### src/rtl/core/qgm_pkg.sv
// Shared types, constants and tables for the single-qubit gate matrix generator.
package qgm_pkg;

    // Defaults for the top-level parameters
    localparam int ANGLE_BITS_DEF    = 16;
    localparam int ENTRY_BITS_DEF    = 16;
    localparam int CORDIC_STAGES_DEF = 14;

    // CORDIC datapath widths (Q30 rotation vector, 2^-32 turn residual)
    localparam int CW = 34;
    localparam int ZW = 32;

    localparam longint GAIN_Q30      = 64'sd652032874;
    localparam longint INV_SQRT2_Q30 = 64'sd759250125;

    // Gate codes
    localparam logic [3:0] OP_X    = 4'd0;
    localparam logic [3:0] OP_Y    = 4'd1;
    localparam logic [3:0] OP_Z    = 4'd2;
    localparam logic [3:0] OP_H    = 4'd3;
    localparam logic [3:0] OP_S    = 4'd4;
    localparam logic [3:0] OP_T    = 4'd5;
    localparam logic [3:0] OP_RX   = 4'd6;
    localparam logic [3:0] OP_RY   = 4'd7;
    localparam logic [3:0] OP_RZ   = 4'd8;
    localparam logic [3:0] OP_CX   = 4'd9;
    localparam logic [3:0] OP_CZ   = 4'd10;
    localparam logic [3:0] OP_SWAP = 4'd11;

    // Error codes
    localparam logic [1:0] ERR_OK        = 2'd0;
    localparam logic [1:0] ERR_TWO_QUBIT = 2'd1;
    localparam logic [1:0] ERR_UNKNOWN   = 2'd2;

    // arctan(2^-i) in 2^-32 turn units
    localparam logic signed [ZW-1:0] ATAN_TURNS [30] = '{
        32'sd536870912, 32'sd316933406, 32'sd167458907, 32'sd85004756,
        32'sd42667331,  32'sd21354465,  32'sd10679838,  32'sd5340245,
        32'sd2670163,   32'sd1335087,   32'sd667544,    32'sd333772,
        32'sd166886,    32'sd83443,     32'sd41722,     32'sd20861,
        32'sd10430,     32'sd5215,      32'sd2608,      32'sd1304,
        32'sd652,       32'sd326,       32'sd163,       32'sd81,
        32'sd41,        32'sd20,        32'sd10,        32'sd5,
        32'sd3,         32'sd1
    };

    // Transaction payload as it travels along the CORDIC chain
    typedef struct packed {
        logic [3:0]           op;
        logic [1:0]           quad;
        logic signed [CW-1:0] x;
        logic signed [CW-1:0] y;
        logic signed [ZW-1:0] r;
    } cordic_data_t;

endpackage

### src/rtl/core/qgm_cordic_cell.sv
// One CORDIC micro-rotation cell with its own pipeline register and flow control.
module qgm_cordic_cell #(
    parameter int SHIFT = 0
) (
    input  logic                  clk,
    input  logic                  rst_n,
    input  logic                  up_valid,
    output logic                  up_ready,
    input  qgm_pkg::cordic_data_t up_data,
    output logic                  dn_valid,
    input  logic                  dn_ready,
    output qgm_pkg::cordic_data_t dn_data
);

    logic                  valid_reg;
    qgm_pkg::cordic_data_t data_reg;
    qgm_pkg::cordic_data_t data_next;
    logic signed [qgm_pkg::CW-1:0] dx;
    logic signed [qgm_pkg::CW-1:0] dy;
    logic signed [qgm_pkg::ZW-1:0] atan_val;

    assign atan_val = qgm_pkg::ATAN_TURNS[SHIFT];
    // arithmetic shift = floor division
    assign dx = up_data.y >>> SHIFT;
    assign dy = up_data.x >>> SHIFT;

    always_comb
    begin
        data_next = up_data;
        if (!up_data.r[qgm_pkg::ZW-1])
        begin
            data_next.x = up_data.x - dx;
            data_next.y = up_data.y + dy;
            data_next.r = up_data.r - atan_val;
        end
        else
        begin
            data_next.x = up_data.x + dx;
            data_next.y = up_data.y - dy;
            data_next.r = up_data.r + atan_val;
        end
    end

    assign up_ready = !valid_reg || dn_ready;

    always_ff @(posedge clk or negedge rst_n)
    begin
        if (!rst_n)
            valid_reg <= 1'b0;
        else if (up_ready)
            valid_reg <= up_valid;
    end

    always_ff @(posedge clk)
    begin
        if (up_ready && up_valid)
            data_reg <= data_next;
    end

    assign dn_valid = valid_reg;
    assign dn_data  = data_reg;

endmodule

### config.mk
export PLATFORM = sky130hd
export DESIGN_NAME = qgm_cordic_cell
export DESIGN_NICKNAME = d
export VERILOG_FILES = /design/src/rtl/core/qgm_pkg.sv /design/src/rtl/core/qgm_cordic_cell.sv
export SDC_FILE = /design/constraint.sdc
export NUM_CORES = 1
export LEC_CHECK = 0
export BUFFER_PORTS_ARGS = -buffer_cell sky130_fd_sc_hd__buf_2
export CAP_MARGIN = 15
export CORE_ASPECT_RATIO = 1.4
export CORE_MARGIN = 4
export CORE_UTILIZATION = 40
export CTS_CLUSTER_DIAMETER = 80
export CTS_CLUSTER_SIZE = 20
export DETAILED_ROUTE_END_ITERATION = 12
export PLACE_DENSITY = 0.74
export SLEW_MARGIN = 10
export SYNTH_ARGS = -nofsm -noshare
export SYNTH_HDL_FRONTEND = slang
export SYNTH_SLANG_ARGS = --single-unit
### constraint.sdc
create_clock -name clk -period 5.4 [get_ports clk]
set_input_delay 1.08 -clock clk [delete_from_list [all_inputs] [get_ports clk]]
set_output_delay 1.08 -clock clk [all_outputs]
set_load 0.005 [all_outputs]
==> out/results.ini <==
[outcome]
status = finished, final reports clean

[placement]
dp_slack_ps = 1008
dp_hpwl_um = 22250
port_buffers = 217
placedCellCount = 1462
place.gp.congestion = 0.9729
dpl-instance-area_um2 = 10270

[clocking]
cts_resized = 0
post_cts_buffers = 0
cts_buffers = 9
cts_max_level = 3
cts_tree = yes
clkTransAtPathRegs_ps = 70
cts_root_buf = clkbuf_16
cts_hold_buf = 0
clock_latency_ps = 360
clock_sinks = 106
cts_max_path_buffers = 2

[floorplanning]
ios = 218
dieArea_um2 = 24890
coreArea_um2 = 21940
fp.dieH_um = 185.1
die_x_um = 134.5
rows = 64
start_util = 0.4084

[worst_setup_path]
path_max_fanout = 4
r2r_start = dn_valid$_DFFE_PN0N_
crit_chain = buf_2 -> ha_1 -> fa_1 -> nor2b_1 -> o211ai_1 -> nand3_1 -> a22oi_1 -> o41ai_2 -> a221oi_2 -> o31ai_1 -> a21oi_1 -> xor2_1
cp-end-kind = flop
arrival_ps = 4240
slowest_delay_ps = 560
rr_endpoint = dn_data[11]$_DFFE_PP_
reg2regPathDepth = 3
cp-start-kind = primary input
crit_slowest_cell = a22oi_1
crit_required_ps = 5500
crit_type = in -> reg
rrSetupSlack_ps = 3450

[drt]
first_pass_iters = 6
dr.first_iter.drc_count = 579
drc = 0
num_vias = 8239
wire_per_inst_um = 18.84
wl_um = 27850
ant_nets = 0
viasPerCell = 5.574

[sta]
final.setup.worst_slack_ps = 1265
post-route-min-period_ps = 4135
fmax_mhz = 241.8
setup-violations-final = 0
hold_violations = 0
holdWs_ps = 483.6
clock_skew_ps = 9.173
slew_viol_final = 0
worst_pin_slew_ps = 856.9
max-slew-margin-rel = 0.4287
final.setup.tns_ps = 0
period_share = 0.7658
rsz0062_at_grt = false

[logic_synthesis]
synth_edf_count = 105
netlist_area_um2 = 8960
avgSynthCellArea_um2 = 9.078
ys_async_sr_fraction = 0.009434
yosysWarnings = 0
synth-seq-cells = 106
syn-num-nets = 1200
ys.flop_type = edfxtp_1
ys_seq_area_frac = 0.3547
synth_cell_types = 72
syn_inst = 987

[global_routing]
grt_pass1_wl_um = 42410
grt_max_degree = 76
antenna_found_initial = 2
grt_usage = 0.2172
grt-ovfl-total = 0
grt_pass1_vias = 8115

[flow_run]
max-cap-violations = 0

[finish]
drive_gt1_frac = 0.2144
n_fill_cell = 2196
finish.instance_area_um2 = 10560
area_growth_pct = 17.90
final_common_cell = buf_2
instances_no_fill = 1478
fin_util = 0.4815
final_cell_mix = buf_2, a21oi_1, edfxtp_1
nets = 1389

[power]
p_leak_nw = 4.725
powerDensity_nw_per_um2 = 244.4
power_mw = 2.582
vdd_drop_max_mv = 0.1596

[hold_path]
min_path_type = in -> async

[area by class of cell]
type | count | area [um^2] | area share
Tap cell | 297 | 371.6 | 0.03518
Antenna cell | 1 | 2.502 | 0.0002369
Clock inverter | 6 | 67.56 | 0.006396
Clock buffer | 9 | 225.2 | 0.02132
Inverter | 108 | 405.4 | 0.03837
Multi-Input combinational cell | 729 | 5190 | 0.4913
Sequential cell | 106 | 3178 | 0.3008
Timing Repair Buffer | 222 | 1124 | 0.1064
[synthesized netlist by cell type (4+ instances only)]
cell / count / area share
a2111oi_0: 5 / 0.0049
a211oi_1: 6 / 0.0050
a21o_1: 21 / 0.018
a21oi_1: 106 / 0.059
a311oi_1: 5 / 0.0049
a31oi_1: 16 / 0.011
and2_1: 6 / 0.0042
and3_1: 7 / 0.0049
buf_1: 10 / 0.0042
buf_2: 7 / 0.0039
buf_4: 4 / 0.0034
clkbuf_1: 23 / 0.0096
edfxtp_1: 105 / 0.35
fa_1: 4 / 0.0089
ha_1: 99 / 0.14
inv_1: 103 / 0.043
mux2i_1: 16 / 0.018
nand2_1: 49 / 0.021
nand2b_1: 15 / 0.010
nand3_1: 17 / 0.0095
nand4_1: 11 / 0.0077
nor2_1: 77 / 0.032
nor2b_1: 12 / 0.0084
nor3_1: 16 / 0.0089
o211ai_1: 11 / 0.0092
o21a_1: 10 / 0.0084
o21ai_0: 64 / 0.036
o21ai_1: 4 / 0.0022
o21bai_1: 12 / 0.010
o31ai_1: 10 / 0.0084
o41ai_1: 4 / 0.0039
or3_1: 6 / 0.0042
xnor2_1: 57 / 0.056
xor2_1: 8 / 0.0078
[sequential cells by signal, indices dropped and copies added, names as in the netlist]
signal and cells:
dn_data 105, dn_valid 1
[power by group]
group | switching, mW | total (mW) | internal [mW]
Clock | 0.306 | 0.665 | 0.359
Combinational | 0.538 | 0.876 | 0.338
Sequential | 0.0195 | 1.04 | 1.02
[critical path, delay by kind of cell]
family	cells	cell delay, ps
fa+ha+maj	2	660
compound gates	6	1950
xor+xnor	1	90
simple gates	2	340
buf+inv	1	120
[metal layers]
metal,track usage,part of all wire,wire (um)
met1,0.2425,0.37,10400
met2,0.3896,0.51,14280
met3,0.03750,0.061,1708
met4,0.1218,0.052,1457
met5,0,0.00025,7
[how the worst max path moves through the flow]
stage | to | cells after the start | from
after detailed placement | dn_data[96]$_DFFE_PP_ | 12 | up_data[45]
after global placement | dn_data[98]$_DFFE_PP_ | 12 | up_data[32]
after CTS | dn_data[96]$_DFFE_PP_ | 12 | up_data[45]
final | dn_data[64]$_DFFE_PP_ | 12 | up_data[32]
after global routing | dn_data[96]$_DFFE_PP_ | 12 | up_data[45]
after floorplan | dn_data[0]$_DFFE_PP_ | 2 | dn_ready
[cell families (layout without fill, tap and decap cells)]
family          count (synthesis)  in the layout  share of synthesized area
xor+xnor                       65             65                    0.06354
mux                            16             16                    0.01787
simple gates                  232            232                     0.1247
compound gates                313            313                     0.2257
other cells                     0              1                          0
fa+ha+maj                     103            103                     0.1472
buf+inv                       152            345                    0.06633
flops                         106            106                     0.3547
Note: power is estimated with default switching activity, not from simulation.
