$ cat src/rtl/core/qgm_pkg.sv
// Shared types, constants and tables for the single-qubit gate matrix generator.
package qgm_pkg;

    // Defaults for the top-level parameters
    localparam int ANGLE_BITS_DEF    = 16;
    localparam int ENTRY_BITS_DEF    = 16;
    localparam int CORDIC_STAGES_DEF = 14;

    // CORDIC datapath widths (Q30 rotation vector, 2^-32 turn residual)
    localparam int CW = 34;
    localparam int ZW = 32;

    localparam longint GAIN_Q30      = 64'sd652032874;
    localparam longint INV_SQRT2_Q30 = 64'sd759250125;

    // Gate codes
    localparam logic [3:0] OP_X    = 4'd0;
    localparam logic [3:0] OP_Y    = 4'd1;
    localparam logic [3:0] OP_Z    = 4'd2;
    localparam logic [3:0] OP_H    = 4'd3;
    localparam logic [3:0] OP_S    = 4'd4;
    localparam logic [3:0] OP_T    = 4'd5;
    localparam logic [3:0] OP_RX   = 4'd6;
    localparam logic [3:0] OP_RY   = 4'd7;
    localparam logic [3:0] OP_RZ   = 4'd8;
    localparam logic [3:0] OP_CX   = 4'd9;
    localparam logic [3:0] OP_CZ   = 4'd10;
    localparam logic [3:0] OP_SWAP = 4'd11;

    // Error codes
    localparam logic [1:0] ERR_OK        = 2'd0;
    localparam logic [1:0] ERR_TWO_QUBIT = 2'd1;
    localparam logic [1:0] ERR_UNKNOWN   = 2'd2;

    // arctan(2^-i) in 2^-32 turn units
    localparam logic signed [ZW-1:0] ATAN_TURNS [30] = '{
        32'sd536870912, 32'sd316933406, 32'sd167458907, 32'sd85004756,
        32'sd42667331,  32'sd21354465,  32'sd10679838,  32'sd5340245,
        32'sd2670163,   32'sd1335087,   32'sd667544,    32'sd333772,
        32'sd166886,    32'sd83443,     32'sd41722,     32'sd20861,
        32'sd10430,     32'sd5215,      32'sd2608,      32'sd1304,
        32'sd652,       32'sd326,       32'sd163,       32'sd81,
        32'sd41,        32'sd20,        32'sd10,        32'sd5,
        32'sd3,         32'sd1
    };

    // Transaction payload as it travels along the CORDIC chain
    typedef struct packed {
        logic [3:0]           op;
        logic [1:0]           quad;
        logic signed [CW-1:0] x;
        logic signed [CW-1:0] y;
        logic signed [ZW-1:0] r;
    } cordic_data_t;

endpackage

$ cat src/rtl/core/qgm_matrix_out.sv
// Rounding, quadrant fold and matrix assembly, with the output register.
module qgm_matrix_out #(
    parameter int ENTRY_BITS = qgm_pkg::ENTRY_BITS_DEF
) (
    input  logic                         clk,
    input  logic                         rst_n,
    input  logic                         up_valid,
    output logic                         up_ready,
    input  qgm_pkg::cordic_data_t        up_data,
    output logic                         out_valid,
    input  logic                         out_stall,
    output logic signed [ENTRY_BITS-1:0] m00_re,
    output logic signed [ENTRY_BITS-1:0] m00_im,
    output logic signed [ENTRY_BITS-1:0] m01_re,
    output logic signed [ENTRY_BITS-1:0] m01_im,
    output logic signed [ENTRY_BITS-1:0] m10_re,
    output logic signed [ENTRY_BITS-1:0] m10_im,
    output logic signed [ENTRY_BITS-1:0] m11_re,
    output logic signed [ENTRY_BITS-1:0] m11_im,
    output logic [1:0]                   error_code,
    output logic                         is_diagonal,
    output logic                         two_qubit
);

    localparam int FRAC = ENTRY_BITS - 2;
    localparam int SH   = 30 - FRAC;
    localparam longint ROUND64 = (64'sd1 <<< SH) >>> 1;
    localparam logic signed [qgm_pkg::CW-1:0] ROUND = qgm_pkg::CW'(ROUND64);
    localparam logic signed [qgm_pkg::CW-1:0] ONE_W = qgm_pkg::CW'(64'sd1 <<< FRAC);
    localparam logic signed [ENTRY_BITS-1:0] ONE = ENTRY_BITS'(64'sd1 <<< FRAC);
    localparam logic signed [ENTRY_BITS-1:0] H_E =
        ENTRY_BITS'((qgm_pkg::INV_SQRT2_Q30 + ROUND64) >>> SH);

    logic signed [qgm_pkg::CW-1:0] xr, yr, xs, ys;
    logic signed [ENTRY_BITS-1:0]  xe, ye, c, s;
    logic signed [ENTRY_BITS-1:0]  m_next [8];
    logic [1:0] err_next;
    logic       diag_next, two_next;

    logic                         valid_reg;
    logic signed [ENTRY_BITS-1:0] m_reg [8];
    logic [1:0]                   err_reg;
    logic                         diag_reg, two_reg;

    // round half up, saturate to +-one
    always_comb
    begin
        xr = (up_data.x + ROUND) >>> SH;
        yr = (up_data.y + ROUND) >>> SH;
        xs = (xr > ONE_W) ? ONE_W : ((xr < -ONE_W) ? -ONE_W : xr);
        ys = (yr > ONE_W) ? ONE_W : ((yr < -ONE_W) ? -ONE_W : yr);
        xe = xs[ENTRY_BITS-1:0];
        ye = ys[ENTRY_BITS-1:0];
        case (up_data.quad)
            2'd0:    begin c = xe;  s = ye;  end
            2'd1:    begin c = -ye; s = xe;  end
            2'd2:    begin c = -xe; s = -ye; end
            default: begin c = ye;  s = -xe; end
        endcase
    end

    always_comb
    begin
        for (int j = 0; j < 8; j++)
            m_next[j] = '0;
        err_next  = qgm_pkg::ERR_OK;
        diag_next = 1'b0;
        two_next  = 1'b0;
        unique case (up_data.op) inside
            qgm_pkg::OP_X:
            begin
                m_next[2] = ONE; m_next[4] = ONE;
            end
            qgm_pkg::OP_Y:
            begin
                m_next[3] = -ONE; m_next[5] = ONE;
            end
            qgm_pkg::OP_Z:
            begin
                m_next[0] = ONE; m_next[6] = -ONE; diag_next = 1'b1;
            end
            qgm_pkg::OP_H:
            begin
                m_next[0] = H_E; m_next[2] = H_E; m_next[4] = H_E; m_next[6] = -H_E;
            end
            qgm_pkg::OP_S:
            begin
                m_next[0] = ONE; m_next[7] = ONE; diag_next = 1'b1;
            end
            qgm_pkg::OP_T:
            begin
                m_next[0] = ONE; m_next[6] = H_E; m_next[7] = H_E; diag_next = 1'b1;
            end
            qgm_pkg::OP_RX:
            begin
                m_next[0] = c; m_next[3] = -s; m_next[5] = -s; m_next[6] = c;
            end
            qgm_pkg::OP_RY:
            begin
                m_next[0] = c; m_next[2] = -s; m_next[4] = s; m_next[6] = c;
            end
            qgm_pkg::OP_RZ:
            begin
                m_next[0] = c; m_next[1] = -s; m_next[6] = c; m_next[7] = s;
                diag_next = 1'b1;
            end
            qgm_pkg::OP_CX, qgm_pkg::OP_SWAP:
            begin
                err_next = qgm_pkg::ERR_TWO_QUBIT; two_next = 1'b1;
            end
            qgm_pkg::OP_CZ:
            begin
                err_next = qgm_pkg::ERR_TWO_QUBIT; two_next = 1'b1; diag_next = 1'b1;
            end
            default:
            begin
                err_next = qgm_pkg::ERR_UNKNOWN;
            end
        endcase
    end

    assign up_ready = !valid_reg || !out_stall;

    always_ff @(posedge clk or negedge rst_n)
    begin
        if (!rst_n)
            valid_reg <= 1'b0;
        else if (up_ready)
            valid_reg <= up_valid;
    end

    always_ff @(posedge clk)
    begin
        if (up_ready && up_valid)
        begin
            m_reg    <= m_next;
            err_reg  <= err_next;
            diag_reg <= diag_next;
            two_reg  <= two_next;
        end
    end

    assign out_valid   = valid_reg;
    assign m00_re      = m_reg[0];
    assign m00_im      = m_reg[1];
    assign m01_re      = m_reg[2];
    assign m01_im      = m_reg[3];
    assign m10_re      = m_reg[4];
    assign m10_im      = m_reg[5];
    assign m11_re      = m_reg[6];
    assign m11_im      = m_reg[7];
    assign error_code  = err_reg;
    assign is_diagonal = diag_reg;
    assign two_qubit   = two_reg;

endmodule

$ cat config.mk
export PLATFORM = sky130hd
export DESIGN_NAME = qgm_matrix_out
export DESIGN_NICKNAME = d
export VERILOG_FILES = /design/src/rtl/core/qgm_pkg.sv /design/src/rtl/core/qgm_matrix_out.sv
export SDC_FILE = /design/constraint.sdc
export NUM_CORES = 1
export LEC_CHECK = 0
export ABC_AREA = 1
export ABC_CLOCK_PERIOD_IN_PS = 8960
export CORE_ASPECT_RATIO = 0.75
export CORE_MARGIN = 4
export CORE_UTILIZATION = 60
export CTS_BUF_LIST = sky130_fd_sc_hd__clkbuf_8
export DETAILED_ROUTE_END_ITERATION = 6
export DONT_BUFFER_PORTS = 1
export PLACE_DENSITY_LB_ADDON = 0.2
export RECOVER_POWER = 25
export SLEW_MARGIN = 20
export SYNTH_ARGS = -nofsm -noshare
export SYNTH_HDL_FRONTEND = slang
export SYNTH_SLANG_ARGS = --single-unit
$ cat constraint.sdc
create_clock -name clk -period 8.96 [get_ports clk]
set_input_delay 0.896 -clock clk [delete_from_list [all_inputs] [get_ports clk]]
set_output_delay 0.896 -clock clk [all_outputs]
set_load 0.01 [all_outputs]
==> run summary <==
After global routing, the most crowded layer is met2. The sequential standard cell area came out at 3510 sq um. The overall die width is 142 um. The required time at the worst-slack endpoint is 9.11 ns.

In the routed design, unresolved DRC markers number 0. Counting every net in the synthesized netlist gives 1164. The fraction of registers with async set/reset is 0.00855. The latest clock arrival within the worst-skew pair is 0.44 ns. The via count is 7031. The weighted congestion reported at the end of routability-driven placement came out at 0.976. Gates resized during post-CTS repair numbered 0. The clock transition time at the flip-flop clock pins of the worst setup and hold paths is 0.07 ns. The post-synthesis instance area is 8130 sq um.

The met2 routing resource usage after global routing is 0.414. The number of enable-type register cells in the synthesized netlist is 116. The synthesis-stage register bit count is 117. The first global-routing pass estimated 33700 um of wire. The flip-flop cell with the highest count after synthesis is sky130_fd_sc_hd__edfxtp_1. The final-report hold violation count came out at 0. STA classifies the critical path startpoint as an input pin. The number of antenna violations at the first check in global routing came out at 0. The total overflow left after global routing is 0.

The achievable clock frequency came out at 222 MHz. The number of top-level pins came out at 244. The Yosys step of the flow raised 0 warnings. The clock tree buffer depth came out at 2. The power per cell area came out at 169 nW/um^2. Clock tree synthesis selected as its root buffer the cell sky130_fd_sc_hd__clkbuf_8. The max-cap check violation count is 1. The clock net in this run drives a total of 117 sinks. Counting every instance in the synthesized netlist gives 1049. The floorplan die height came out at 109 um. For this design, the CTS-stage hold fixing added 0 buffers. The register area share after synthesis is 0.432.

0 antenna diodes ended up in the layout. The number of buffers inserted during clock tree synthesis came out at 17. After detailed routing, the total wire length is 21900 um. The average wire length per cell after detail routing is 18.1 um. The initialized floorplan defines 36 standard-cell rows. The number of global-route vias before repair is 6446. For this run, the post-layout net count is 1142. The worst setup path is captured at a register. The worst-case vdd ir drop came out at 148 uV. The detailed-placement wirelength estimate is 16300 um. The number of H-tree levels came out at 4.

The number of nets still failing antenna checks after routing came out at 0. The setup clock skew after layout is 0.0135 ns. The combined area of the multi-input logic cells came out at 3900 sq um. The iteration count of the initial detailed-routing pass is 6.

The post-route core utilization came out at 0.650. Of the cells placed in the final design, the portion with a size suffix greater than 1 is 0.119. The fill cell total of the finished layout is 1083. In this run, distinct cell masters in the synthesized netlist total 51. The critical path is of the in2reg type. The global-route track usage on met3 is 0.103. Setup total negative slack on the finished layout was measured at 0 ns. The number of post-CTS setup repair buffers came out at 0.

The slew at the pin with the worst max-slew slack is 2.24 ns. The area of the core came out at 13100 sq um. The met1 track utilization from global routing is 0.393.

The checks that failed: max-capacitance violations, max-slew violations. Dividing the detail-routed via count by the number of cells gives 5.81. For this configuration, the core starts out at a cell density of 0.620.

The run finished, with violations left. The detailed router's first-iteration violation count came out at 834. Along the worst path, the maximum fanout reaches 22. The leakage power figure came out at 0.00381 uW. Entering global routing, the biggest net connects 91 pins. The part of the cycle the worst path needs is 0.502. The average cell area after synthesis is 7.75 sq um. For the worst setup path, the data arrival time is 4.65 ns. The final count of pins violating max slew is 28. TritonCTS built the clock tree. The setup violation total in the final timing report is 0. Setup repair after global routing left no endpoint under its margin. In the global route stage, overall resource usage came out at 0.279. The path class of the tightest hold or removal check is in2async. Headroom to the max-slew limit came out at -0.491.

The final critical-path required period came out at 4.50 ns. The die covers 15500 sq um. The count of buffers added on input and output ports is 0. From synthesis to final layout, the design area changed by 4.88%.
[kinds of logic after synthesis]
logic type                 count (synthesis)  synth area share
DFF                                      117             0.432
adders and majority gates                  5           0.00770
buffers and inverters                    164            0.0884
xor gates and xnor gates                  20            0.0216
AOI/OAI and AO/OA                        135             0.102
and+or+nand+nor                          608             0.348
[cell usage in the layout (no fill, tap or decap), types with 5 or more instances in the layout]
master                      instances
sky130_fd_sc_hd__nand2_4            7
sky130_fd_sc_hd__nand2_1          268
sky130_fd_sc_hd__o21ai_2            7
sky130_fd_sc_hd__ha_1               5
sky130_fd_sc_hd__xor2_1            13
sky130_fd_sc_hd__nor2_1           156
sky130_fd_sc_hd__nor2_2             8
sky130_fd_sc_hd__clkbuf_8          17
sky130_fd_sc_hd__nand4_1            9
sky130_fd_sc_hd__inv_2              8
sky130_fd_sc_hd__o21ai_1           20
sky130_fd_sc_hd__o21ai_0           60
sky130_fd_sc_hd__nand2_2           27
sky130_fd_sc_hd__edfxtp_1         116
sky130_fd_sc_hd__nor3_1             5
sky130_fd_sc_hd__clkinv_1           5
sky130_fd_sc_hd__nand3b_1           6
sky130_fd_sc_hd__inv_1            107
sky130_fd_sc_hd__nand3_2            6
sky130_fd_sc_hd__nor2_4            12
sky130_fd_sc_hd__xnor2_1            7
sky130_fd_sc_hd__nand3_1           94
sky130_fd_sc_hd__a21oi_1           14
sky130_fd_sc_hd__o2111ai_1          5
[per-stage QoR]
| stage | hold WS, ns | power (uW) | worst slack [ns] | instance area [sq um] | cells |
|---|---|---|---|---|---|
| 4_1_cts | 0.128 | 1430 | 4.54 | 8510 | 1210 |
| 6_report | 0.144 | 1440 | 4.46 | 8520 | 1211 |
| 3_3_place_gp | 0.600 | 943 | 4.14 | 8110 | 1178 |
| 2_1_floorplan | 0.600 | 898 | 1.80 | 8130 | 1049 |
| 5_1_grt | 0.109 | 1500 | 4.13 | 8520 | 1211 |
| 3_5_place_dp | 0.600 | 948 | 4.11 | 8110 | 1178 |
[synthesized netlist by cell type (3+ instances only)]
cell type | instances | area share
sky130_fd_sc_hd__edfxtp_1 | 116 | 0.43
sky130_fd_sc_hd__nor2_1 | 156 | 0.072
sky130_fd_sc_hd__o31ai_1 | 3 | 0.0028
sky130_fd_sc_hd__o22ai_1 | 4 | 0.0031
sky130_fd_sc_hd__nor2_2 | 8 | 0.0062
sky130_fd_sc_hd__o21ai_1 | 20 | 0.012
sky130_fd_sc_hd__nand2_1 | 268 | 0.12
sky130_fd_sc_hd__o21ai_0 | 60 | 0.037
sky130_fd_sc_hd__nand2_4 | 7 | 0.0097
sky130_fd_sc_hd__xor2_1 | 13 | 0.014
sky130_fd_sc_hd__o21ai_2 | 7 | 0.0075
sky130_fd_sc_hd__inv_1 | 105 | 0.048
sky130_fd_sc_hd__nor2_4 | 12 | 0.017
sky130_fd_sc_hd__nor3_1 | 5 | 0.0031
sky130_fd_sc_hd__a21oi_1 | 14 | 0.0086
sky130_fd_sc_hd__o21bai_1 | 4 | 0.0037
sky130_fd_sc_hd__nand2_2 | 27 | 0.021
sky130_fd_sc_hd__inv_2 | 8 | 0.0037
sky130_fd_sc_hd__nand4_1 | 9 | 0.0069
sky130_fd_sc_hd__buf_4 | 18 | 0.017
sky130_fd_sc_hd__clkinv_1 | 5 | 0.0023
sky130_fd_sc_hd__xnor2_1 | 7 | 0.0075
sky130_fd_sc_hd__nand3b_1 | 6 | 0.0055
sky130_fd_sc_hd__ha_1 | 5 | 0.0077
sky130_fd_sc_hd__o211ai_1 | 4 | 0.0037
sky130_fd_sc_hd__o2111ai_1 | 5 | 0.0054
sky130_fd_sc_hd__nand3_2 | 6 | 0.0074
sky130_fd_sc_hd__nand3_1 | 94 | 0.058
sky130_fd_sc_hd__clkbuf_1 | 22 | 0.010
[critical path, stage by stage]
cell and delay (ns):
sky130_fd_sc_hd__ha_1 0.17, sky130_fd_sc_hd__nand2_1 0.08, sky130_fd_sc_hd__nor2_2 0.14, sky130_fd_sc_hd__nand3_1 0.17
sky130_fd_sc_hd__o21a_1 0.21, sky130_fd_sc_hd__nor2_1 0.17, sky130_fd_sc_hd__nand3_1 0.15, sky130_fd_sc_hd__nand2_1 0.12
sky130_fd_sc_hd__inv_1 0.06, sky130_fd_sc_hd__nand2_2 0.31, sky130_fd_sc_hd__nand3_2 0.27, sky130_fd_sc_hd__ha_1 0.32
sky130_fd_sc_hd__inv_1 0.07, sky130_fd_sc_hd__nand3_1 0.07, sky130_fd_sc_hd__nand2_1 0.17, sky130_fd_sc_hd__nand2_1 0.12
sky130_fd_sc_hd__nand2_2 0.17, sky130_fd_sc_hd__inv_2 0.06, sky130_fd_sc_hd__nor2_4 0.12, sky130_fd_sc_hd__nand3_2 0.12
sky130_fd_sc_hd__inv_2 0.12, sky130_fd_sc_hd__nand2_2 0.07, sky130_fd_sc_hd__nor2_4 0.14, sky130_fd_sc_hd__xnor2_1 0.25
sky130_fd_sc_hd__nor2_1 0.08
[worst paths after layout]
path	end	from	slack [ns]	cells past startpoint
max	m01_re[9]	up_data[81]	4.46	25
min	out_valid	rst_n	0.14	0
max reg2reg	m00_re[11]	out_valid	5.55	3
min reg2reg	out_valid	out_valid	0.67	2
max in group asynchronous	out_valid	rst_n	8.75	0
min in group clk	out_valid	up_valid	0.57	2
[sequential cells by signal (all words and copies together), names as in the netlist]
| register | cells |
|---|---|
| m10_re | 15 |
| is_diagonal | 1 |
| m11_re | 16 |
| m11_im | 16 |
| out_valid | 1 |
| m10_im | 1 |
| m00_re | 16 |
| two_qubit | 1 |
| m00_im | 16 |
| error_code | 2 |
| m01_im | 16 |
| m01_re | 16 |
[power by group]
group | switching (uW) | internal, uW | leakage [uW] | total [uW]
Clock | 222 | 272 | 0.000208 | 494
Combinational | 200 | 76.6 | 0.00244 | 276
Sequential | 30.6 | 638 | 0.00117 | 669
Total | 453 | 987 | 0.00381 | 1440
[layer usage]
| layer | part of all wire | wire length [um] |
|---|---|---|
| met4 | 0.015 | 325 |
| met1 | 0.43 | 9340 |
| met5 | 0 | 0 |
| met3 | 0.12 | 2600 |
| met2 | 0.44 | 9620 |
[final cells by class]
type,instances,share of cell area
Multi-Input combinational cell,768,0.458
Sequential cell,117,0.412
Inverter,119,0.0527
Clock buffer,17,0.0274
Tap cell,171,0.0251
Clock inverter,15,0.0197
Timing Repair Buffer,4,0.00587
No activity file was read; power rests on OpenSTA's default activity.
